### config.mk
export PLATFORM = sky130hd
export DESIGN_NAME = lzo_ctrl
export DESIGN_NICKNAME = d
export VERILOG_FILES = /design/src/hdl/layer_z_order_manager_assert.svh /design/src/hdl/lzo_pkg.sv /design/src/hdl/lzo_ctrl.sv
export SDC_FILE = /design/constraint.sdc
export NUM_CORES = 1
export LEC_CHECK = 0
export BUFFER_PORTS_ARGS = -buffer_cell sky130_fd_sc_hd__buf_2
export CORE_AREA = 2 2 39 41
export DETAILED_ROUTE_END_ITERATION = 16
export DIE_AREA = 0 0 41 43
export PLACE_DENSITY_LB_ADDON = 0.2
export SLEW_MARGIN = 20
export SYNTH_ARGS = -nofsm -noshare
export SYNTH_HDL_FRONTEND = slang
export SYNTH_SLANG_ARGS = --single-unit
### constraint.sdc
create_clock -name clk -period 3.07 [get_ports clk]
set_input_delay 0.614 -clock clk [delete_from_list [all_inputs] [get_ports clk]]
set_output_delay 0.614 -clock clk [all_outputs]
set_load 0.01 [all_outputs]
### src/hdl/layer_z_order_manager_assert.svh
// assertion macros used by the layer z-order manager datapath
// expects clk and rst_n in the scope of each use
`ifndef LAYER_Z_ORDER_MANAGER_ASSERT_SVH
`define LAYER_Z_ORDER_MANAGER_ASSERT_SVH

`ifndef ASSERT_OFF

// condition implies property in the same cycle
`define LZO_ASSERT_IMP(lbl, cond, prop) \
  lbl: assert property (@(posedge clk) disable iff (!rst_n) (cond) |-> (prop)) \
    else $error("lzo assertion failed");

// property holds on every enabled cycle
`define LZO_ASSERT_ALWAYS(lbl, prop) \
  lbl: assert property (@(posedge clk) disable iff (!rst_n) (prop)) \
    else $error("lzo assertion failed");

`else

`define LZO_ASSERT_IMP(lbl, cond, prop)
`define LZO_ASSERT_ALWAYS(lbl, prop)

`endif

`endif

### src/hdl/lzo_pkg.sv
// shared types and constants for the layer z-order manager
// no dependencies
package lzo_pkg;

  // fixed field widths of the words
  localparam int REQ_W    = 2;
  localparam int LAYER_W  = 8;
  localparam int WANT_W   = 10;
  localparam int HEIGHT_W = 9;

  // request codes
  localparam logic [REQ_W-1:0] REQ_ALLOC = 2'd0;
  localparam logic [REQ_W-1:0] REQ_SET   = 2'd1;
  localparam logic [REQ_W-1:0] REQ_FREE  = 2'd2;

  // commands from the controller to the datapath
  typedef struct packed {
    logic capture;
    logic clear;
    logic scan;
    logic decide;
    logic step;
    logic place;
    logic load_out;
  } lzo_cmd_t;

  // status from the datapath to the controller
  typedef struct packed {
    logic clear_last;
    logic scan_hit;
    logic scan_miss;
    logic steps_zero;
    logic wr_pend;
    logic out_free;
    logic req_alloc;
    logic req_move;
  } lzo_status_t;

endpackage

### src/hdl/lzo_ctrl.sv
// controller state machine for the layer z-order manager
// depends on lzo_pkg for the command and status structs
module lzo_ctrl
  import lzo_pkg::*;
(
  input  logic        clk,
  input  logic        rst_n,
  input  logic        in_valid,
  output logic        in_stall,
  output lzo_cmd_t    cmd_o,
  input  lzo_status_t status_i
);

  typedef enum logic [7:0] {
    S_CLEAR  = 8'b0000_0001,
    S_IDLE   = 8'b0000_0010,
    S_LOOKUP = 8'b0000_0100,
    S_SCAN   = 8'b0000_1000,
    S_DECIDE = 8'b0001_0000,
    S_SHIFT  = 8'b0010_0000,
    S_PLACE  = 8'b0100_0000,
    S_DONE   = 8'b1000_0000
  } state_t;

  state_t state_r, state_nxt;

  // state register, clearing pass first after reset
  always_ff @(posedge clk) begin
    if (!rst_n) begin
      state_r <= S_CLEAR;
    end else begin
      state_r <= state_nxt;
    end
  end

  // next state and commands
  always_comb begin
    state_nxt = state_r;
    cmd_o     = '0;
    case (state_r)
      S_CLEAR: begin
        cmd_o.clear = 1'b1;
        if (status_i.clear_last) begin
          state_nxt = S_IDLE;
        end
      end
      S_IDLE: begin
        if (in_valid) begin
          cmd_o.capture = 1'b1;
          state_nxt     = S_LOOKUP;
        end
      end
      S_LOOKUP: begin
        // layer entry read is under way, pick the path
        if (status_i.req_alloc) begin
          state_nxt = S_SCAN;
        end else if (status_i.req_move) begin
          state_nxt = S_DECIDE;
        end else begin
          state_nxt = S_DONE;
        end
      end
      S_SCAN: begin
        cmd_o.scan = 1'b1;
        if (status_i.scan_hit || status_i.scan_miss) begin
          state_nxt = S_DONE;
        end
      end
      S_DECIDE: begin
        cmd_o.decide = 1'b1;
        state_nxt    = S_SHIFT;
      end
      S_SHIFT: begin
        cmd_o.step = 1'b1;
        if (status_i.steps_zero && !status_i.wr_pend) begin
          state_nxt = S_PLACE;
        end
      end
      S_PLACE: begin
        cmd_o.place = 1'b1;
        state_nxt   = S_DONE;
      end
      S_DONE: begin
        if (status_i.out_free) begin
          cmd_o.load_out = 1'b1;
          state_nxt      = S_IDLE;
        end
      end
      default: begin
        state_nxt = S_CLEAR;
      end
    endcase
  end

  assign in_stall = (state_r != S_IDLE);

endmodule

==> results of run 1 <==
## routing by layer
metal / part of all wire [%] / vias up / GRT usage (%)
met5: 0 / - / 0
met3: 4.7 / 4 / 4.71
met4: 1.8 / 0 / 11.3
met1: 44 / 258 / 19.1
li1: - / 284 / -
met2: 49 / 14 / 27.8
## cells by family after synthesis
family | Yosys count | share of synthesized area, %
AOI/OAI and AO/OA | 10 | 13.9
buffers and inverters | 8 | 5.87
DFF | 8 | 31.3
and+or+nand+nor | 39 | 48.9
## cells in the mapped netlist, types with 2 or more instances
library cell / instances
a21oi_1: 2
dfxtp_1: 8
inv_1: 8
nand2_1: 3
nand3_1: 4
nand4b_1: 4
nor2_1: 12
nor2b_1: 4
nor3b_1: 3
o221ai_1: 2
## how the worst min path moves through the flow
stage                start    endpoint  slack, ns  depth (start not counted)
3_5_place_dp    state_r[1]  state_r[2]       0.61                          2
2_1_floorplan   state_r[4]  state_r[5]       0.58                          2
5_1_grt        status_i[1]  state_r[4]       0.56                          2
4_1_cts        status_i[1]  state_r[4]       0.54                          2
3_3_place_gp    state_r[1]  state_r[2]       0.61                          2
6_report       status_i[1]  state_r[4]       0.55                          2
## power by group through the flow
stage	Combinational [mW]	Clock, mW	Sequential (mW)
5_1_grt	0.0839	0.0900	0.121
6_report	0.0750	0.0828	0.119
2_1_floorplan	0.0515	0	0.120
4_1_cts	0.0755	0.0842	0.119
3_5_place_dp	0.0750	0	0.121
3_3_place_gp	0.0755	0	0.120
## worst max-delay path: stages (launching register included)
cell and delay, ns:
dfxtp_1 0.34, nor4_2 0.47, nand4b_1 0.26, nor2_1 0.13, buf_2 0.14
## cell type report
| type | count | area share (%) |
|---|---|---|
| multi-input combinational | 49 | 49.9 |
| inverter | 8 | 4.66 |
| timing repair buffer | 18 | 14.0 |
| sequential | 8 | 24.9 |
| tap | 16 | 3.11 |
| clock buffer | 3 | 3.50 |
==> results.cfg, run 1 <==
[detailed_routing]
routed_wl_um = 1250
vias = 560
postRouteAntennaNets = 0
routed_via_density = 5.49
first_pass_iters = 4
drcViolationCount = 0
drt_iter0_drc = 12
wl_per_cell_um = 12.2

[cts]
cts_sinks = 8
cts_buffers = 3
cts_setup_buffers = 0
htree_num_levels = 1
cts_root_buffer = clkbuf_4
holdBufCountCts = 0
cts_tree = done
cts_resized = 0
clockBufferDepth = 2
worstSkewPairLatency_ns = 0.26
clkTransAtPathRegs_ns = 0.06

[power_and_ir_drop]
switching_power_mw = 0.0891
p_clk_share_pct = 29.9
switching_share_pct = 32.2
p_total_mw = 0.277
p_leak_nw = 0.311
p_per_area_nw_per_um2 = 430
ir_drop_v = 0.000205
comb_power_share_pct = 27.1
p_int_mw = 0.188
pwr-share-seq_pct = 43.0

[logic_synthesis]
synthTopCellsByArea = dfxtp_1 31%, nor2_1 8.8%, nand4b_1 6.8%
netlist_instances = 65
yosys_warnings = 0
ys_seq_area_share_pct = 31.3
async_flop_share_pct = 0
synthDistinctLibCells = 25
netlist.area_leader.share_pct = 31.3
synth-seq-cells = 8
synthFlopType = dfxtp_1
synthesis.area_um2 = 512
synth.avg_cell_area_um2 = 7.87
synth_edf_count = 0
synth_fp_nets = 76
yosys.area.top_type = dfxtp_1

[finish]
register_area_um2 = 160
fin_util_pct = 46.6
diodes = 0
max_flop_register = state_r
final.fill_count = 150
mostFrequentLayoutCells = 18 x buf_2, 12 x nor2_1, 8 x inv_1, 8 x dfxtp_1
final_common_cell = buf_2
fin_nets = 99
largest_reg_flops = 8
fin_area_um2 = 644
largest_registers = state_r (8)
fin_cells = 102
area.growth.synth_to_final_pct = 25.9
drive_gt1_share_pct = 29.1
multiInputGateArea_um2 = 322

[place]
dp.cells = 99
io_buffers = 18
place_congestion = 0.826
pre_cts_ws_ns = 1.16
dpl.hpwl_um = 1020
placed_cell_area_um2 = 622

[timing]
setup_viol = 0
worstMarginPinSlew_ns = 0.446
holdWs_ns = 0.546
period_share_pct = 72.0
finClkSkew_ns = 0.00177
hold_violations = 0
maxSlewHeadroom_pct = 70.0
max_freq_mhz = 452
finalMaxSlewViolations = 0
setup-tns-final_ns = 0
min_period_ns = 2.21
rsz0062_at_grt = no
fin_ws_ns = 0.859

[global_route]
grt_pass1_vias = 517
grt.overflow.total = 0
grt_max_degree = 8
grt_pass1_wl_um = 2040
track_usage_pct = 17.5
antenna_found_initial = 0

[setup_path]
ff2ff_path_depth = 5
crit_start = state_r[0]
r2r-end = state_r[7]
r2r_slack_ns = 1.32
crit_end = cmd_o[0]
crit-reg2reg-launch = state_r[6]
path_class = reg -> out
path_max_fanout = 5
cp.arrival_ns = 1.60
end_kind = output port
cp.required_ns = 2.46
startpoint_type = register

[floorplanning]
chipHeight_um = 43
core_region_area_um2 = 1380
start_util_pct = 37.0
rows = 14
ioPinCount = 19
die_w_um = 41
design.die.area_um2 = 1760

[status]
outcome = finished clean

[run]
drv_cap = 0

[worst_hold_path]
hold_class = in -> reg
(Power assumes the default switching activity.)
==> run 2: changes to the inputs <==
- clock period: 3.07 -> 1.89 ns (I/O delays scaled with it)
==> results.cfg, run 2 (synthesis results as in run 1) <==
[cts]
cts_buffers = 3
cts_tree = done
worstSkewPairLatency_ns = 0.26
cts_sinks = 8
clkTransAtPathRegs_ns = 0.05
cts_root_buffer = clkbuf_4
clockBufferDepth = 2
htree_num_levels = 1

[power_and_ir_drop]
p_per_area_nw_per_um2 = 661
ir_drop_v = 0.000466
p_leak_nw = 0.338

[timing]
setup_viol = 0
period_share_pct = 95.3
max_freq_mhz = 555
finalMaxSlewViolations = 0
fin_ws_ns = 0.0887
hold_violations = 0
rsz0062_at_grt = yes
finClkSkew_ns = 0.00301
maxSlewHeadroom_pct = 75.2
worstMarginPinSlew_ns = 0.366
min_period_ns = 1.80

[floorplanning]
design.die.area_um2 = 1760
chipHeight_um = 43
core_region_area_um2 = 1380
die_w_um = 41
start_util_pct = 37.0
ioPinCount = 19
rows = 14

[finish]
final_common_cell = buf_2
diodes = 0
largest_registers = state_r (8)
fin_cells = 106
fin_nets = 103
max_flop_register = state_r
largest_reg_flops = 8
final.fill_count = 147
drive_gt1_share_pct = 40.0
fin_area_um2 = 703
area.growth.synth_to_final_pct = 37.4
mostFrequentLayoutCells = 18 x buf_2, 12 x nor2_1, 8 x inv_1

[setup_path]
crit-reg2reg-launch = state_r[0]
slowest_delay_ns = 0.35
crit_chain = nor4_4 -> buf_4 -> and4b_2 -> buf_2
slowest_stage = dfxtp_4
crit_end = cmd_o[1]
path_class = reg -> out
end_kind = output port
cp.required_ns = 1.51
ff2ff_path_depth = 6
r2r_slack_ns = 0.24
crit_start = state_r[3]
startpoint_type = register
r2r-end = state_r[4]
cp.arrival_ns = 1.42
path_max_fanout = 4

[worst_hold_path]
hold_class = in -> reg

[place]
dpl.hpwl_um = 972
pre_cts_ws_ns = 0.135
placed_cell_area_um2 = 629
io_buffers = 18
dp.cells = 100
place_congestion = 0.848

[detailed_routing]
routed_wl_um = 1230
vias = 560
first_pass_iters = 4
routed_via_density = 5.28
postRouteAntennaNets = 0
wl_per_cell_um = 11.6
drcViolationCount = 0
drt_iter0_drc = 25

[global_route]
antenna_found_initial = 0
grt_pass1_vias = 492
grt.overflow.total = 0
grt_pass1_wl_um = 1970
grt_max_degree = 8
track_usage_pct = 17.1

[run]
drv_cap = 0

[status]
outcome = finished clean
[run 2: per-stage QoR]
stage / setup TNS (ns) / utilization, % / hold WS [ns] / power (mW)
global route: -0.0833 / 50.8 / 0.305 / 0.504
CTS: 0 / 47.6 / 0.307 / 0.456
floorplan: 0 / - / 0.454 / 0.278
finish: 0 / 50.8 / 0.310 / 0.464
global placement: 0 / 45.5 / 0.574 / 0.325
detailed placement: 0 / 45.5 / 0.578 / 0.325
[run 2: cell type report]
class	count	area, µm²	share of cell area, %
well taps	16	20.0	2.85
flip-flops and latches	8	169	24.0
repair buffers	22	124	17.6
clock buffers	3	22.5	3.20
inverters	8	30.0	4.27
multi-input cells	49	338	48.0
[run 2: worst max-delay path: cells and delay by family, from the launching register on]
family | cells | cell delay [ns]
AND/OR/NAND/NOR | 2 | 0.52
buffers and inverters | 2 | 0.30
flip-flops | 1 | 0.35
[run 2: worst min path at each step]
| stage | startpoint | endpoint | slack [ns] | cells after the start |
|---|---|---|---|---|
| floorplan | status_i[1] | state_r[4] | 0.45 | 1 |
| global placement | status_i[1] | state_r[4] | 0.57 | 2 |
| detailed placement | status_i[1] | state_r[4] | 0.58 | 2 |
| CTS | status_i[1] | state_r[4] | 0.31 | 2 |
| global route | status_i[1] | state_r[4] | 0.31 | 2 |
| finish | status_i[1] | state_r[4] | 0.31 | 2 |
[run 2: power breakdown]
| part | total (mW) | internal [mW] | switching (mW) |
|---|---|---|---|
| clock network | 0.130 | 0.0726 | 0.0577 |
| logic | 0.136 | 0.0622 | 0.0739 |
| registers | 0.198 | 0.180 | 0.0180 |
| total | 0.464 | 0.315 | 0.150 |
[run 2: timing repair]
action | CTS | global route
gates resized for setup | 0 | 10
setup endpoints to repair | 4 | 8
buffers inserted | 1 | 2
hold endpoints to repair | 0 | 0
pin swaps | 1 | 1
hold buffers | 0 | 0
[run 2: layer usage]
layer	vias to the layer above	wire length (µm)	global-route usage [%]
li1	287	-	-
met1	249	543	19.0
met2	20	580	25.3
met3	4	91	9.42
met4	0	18	8.00
met5	-	0	0
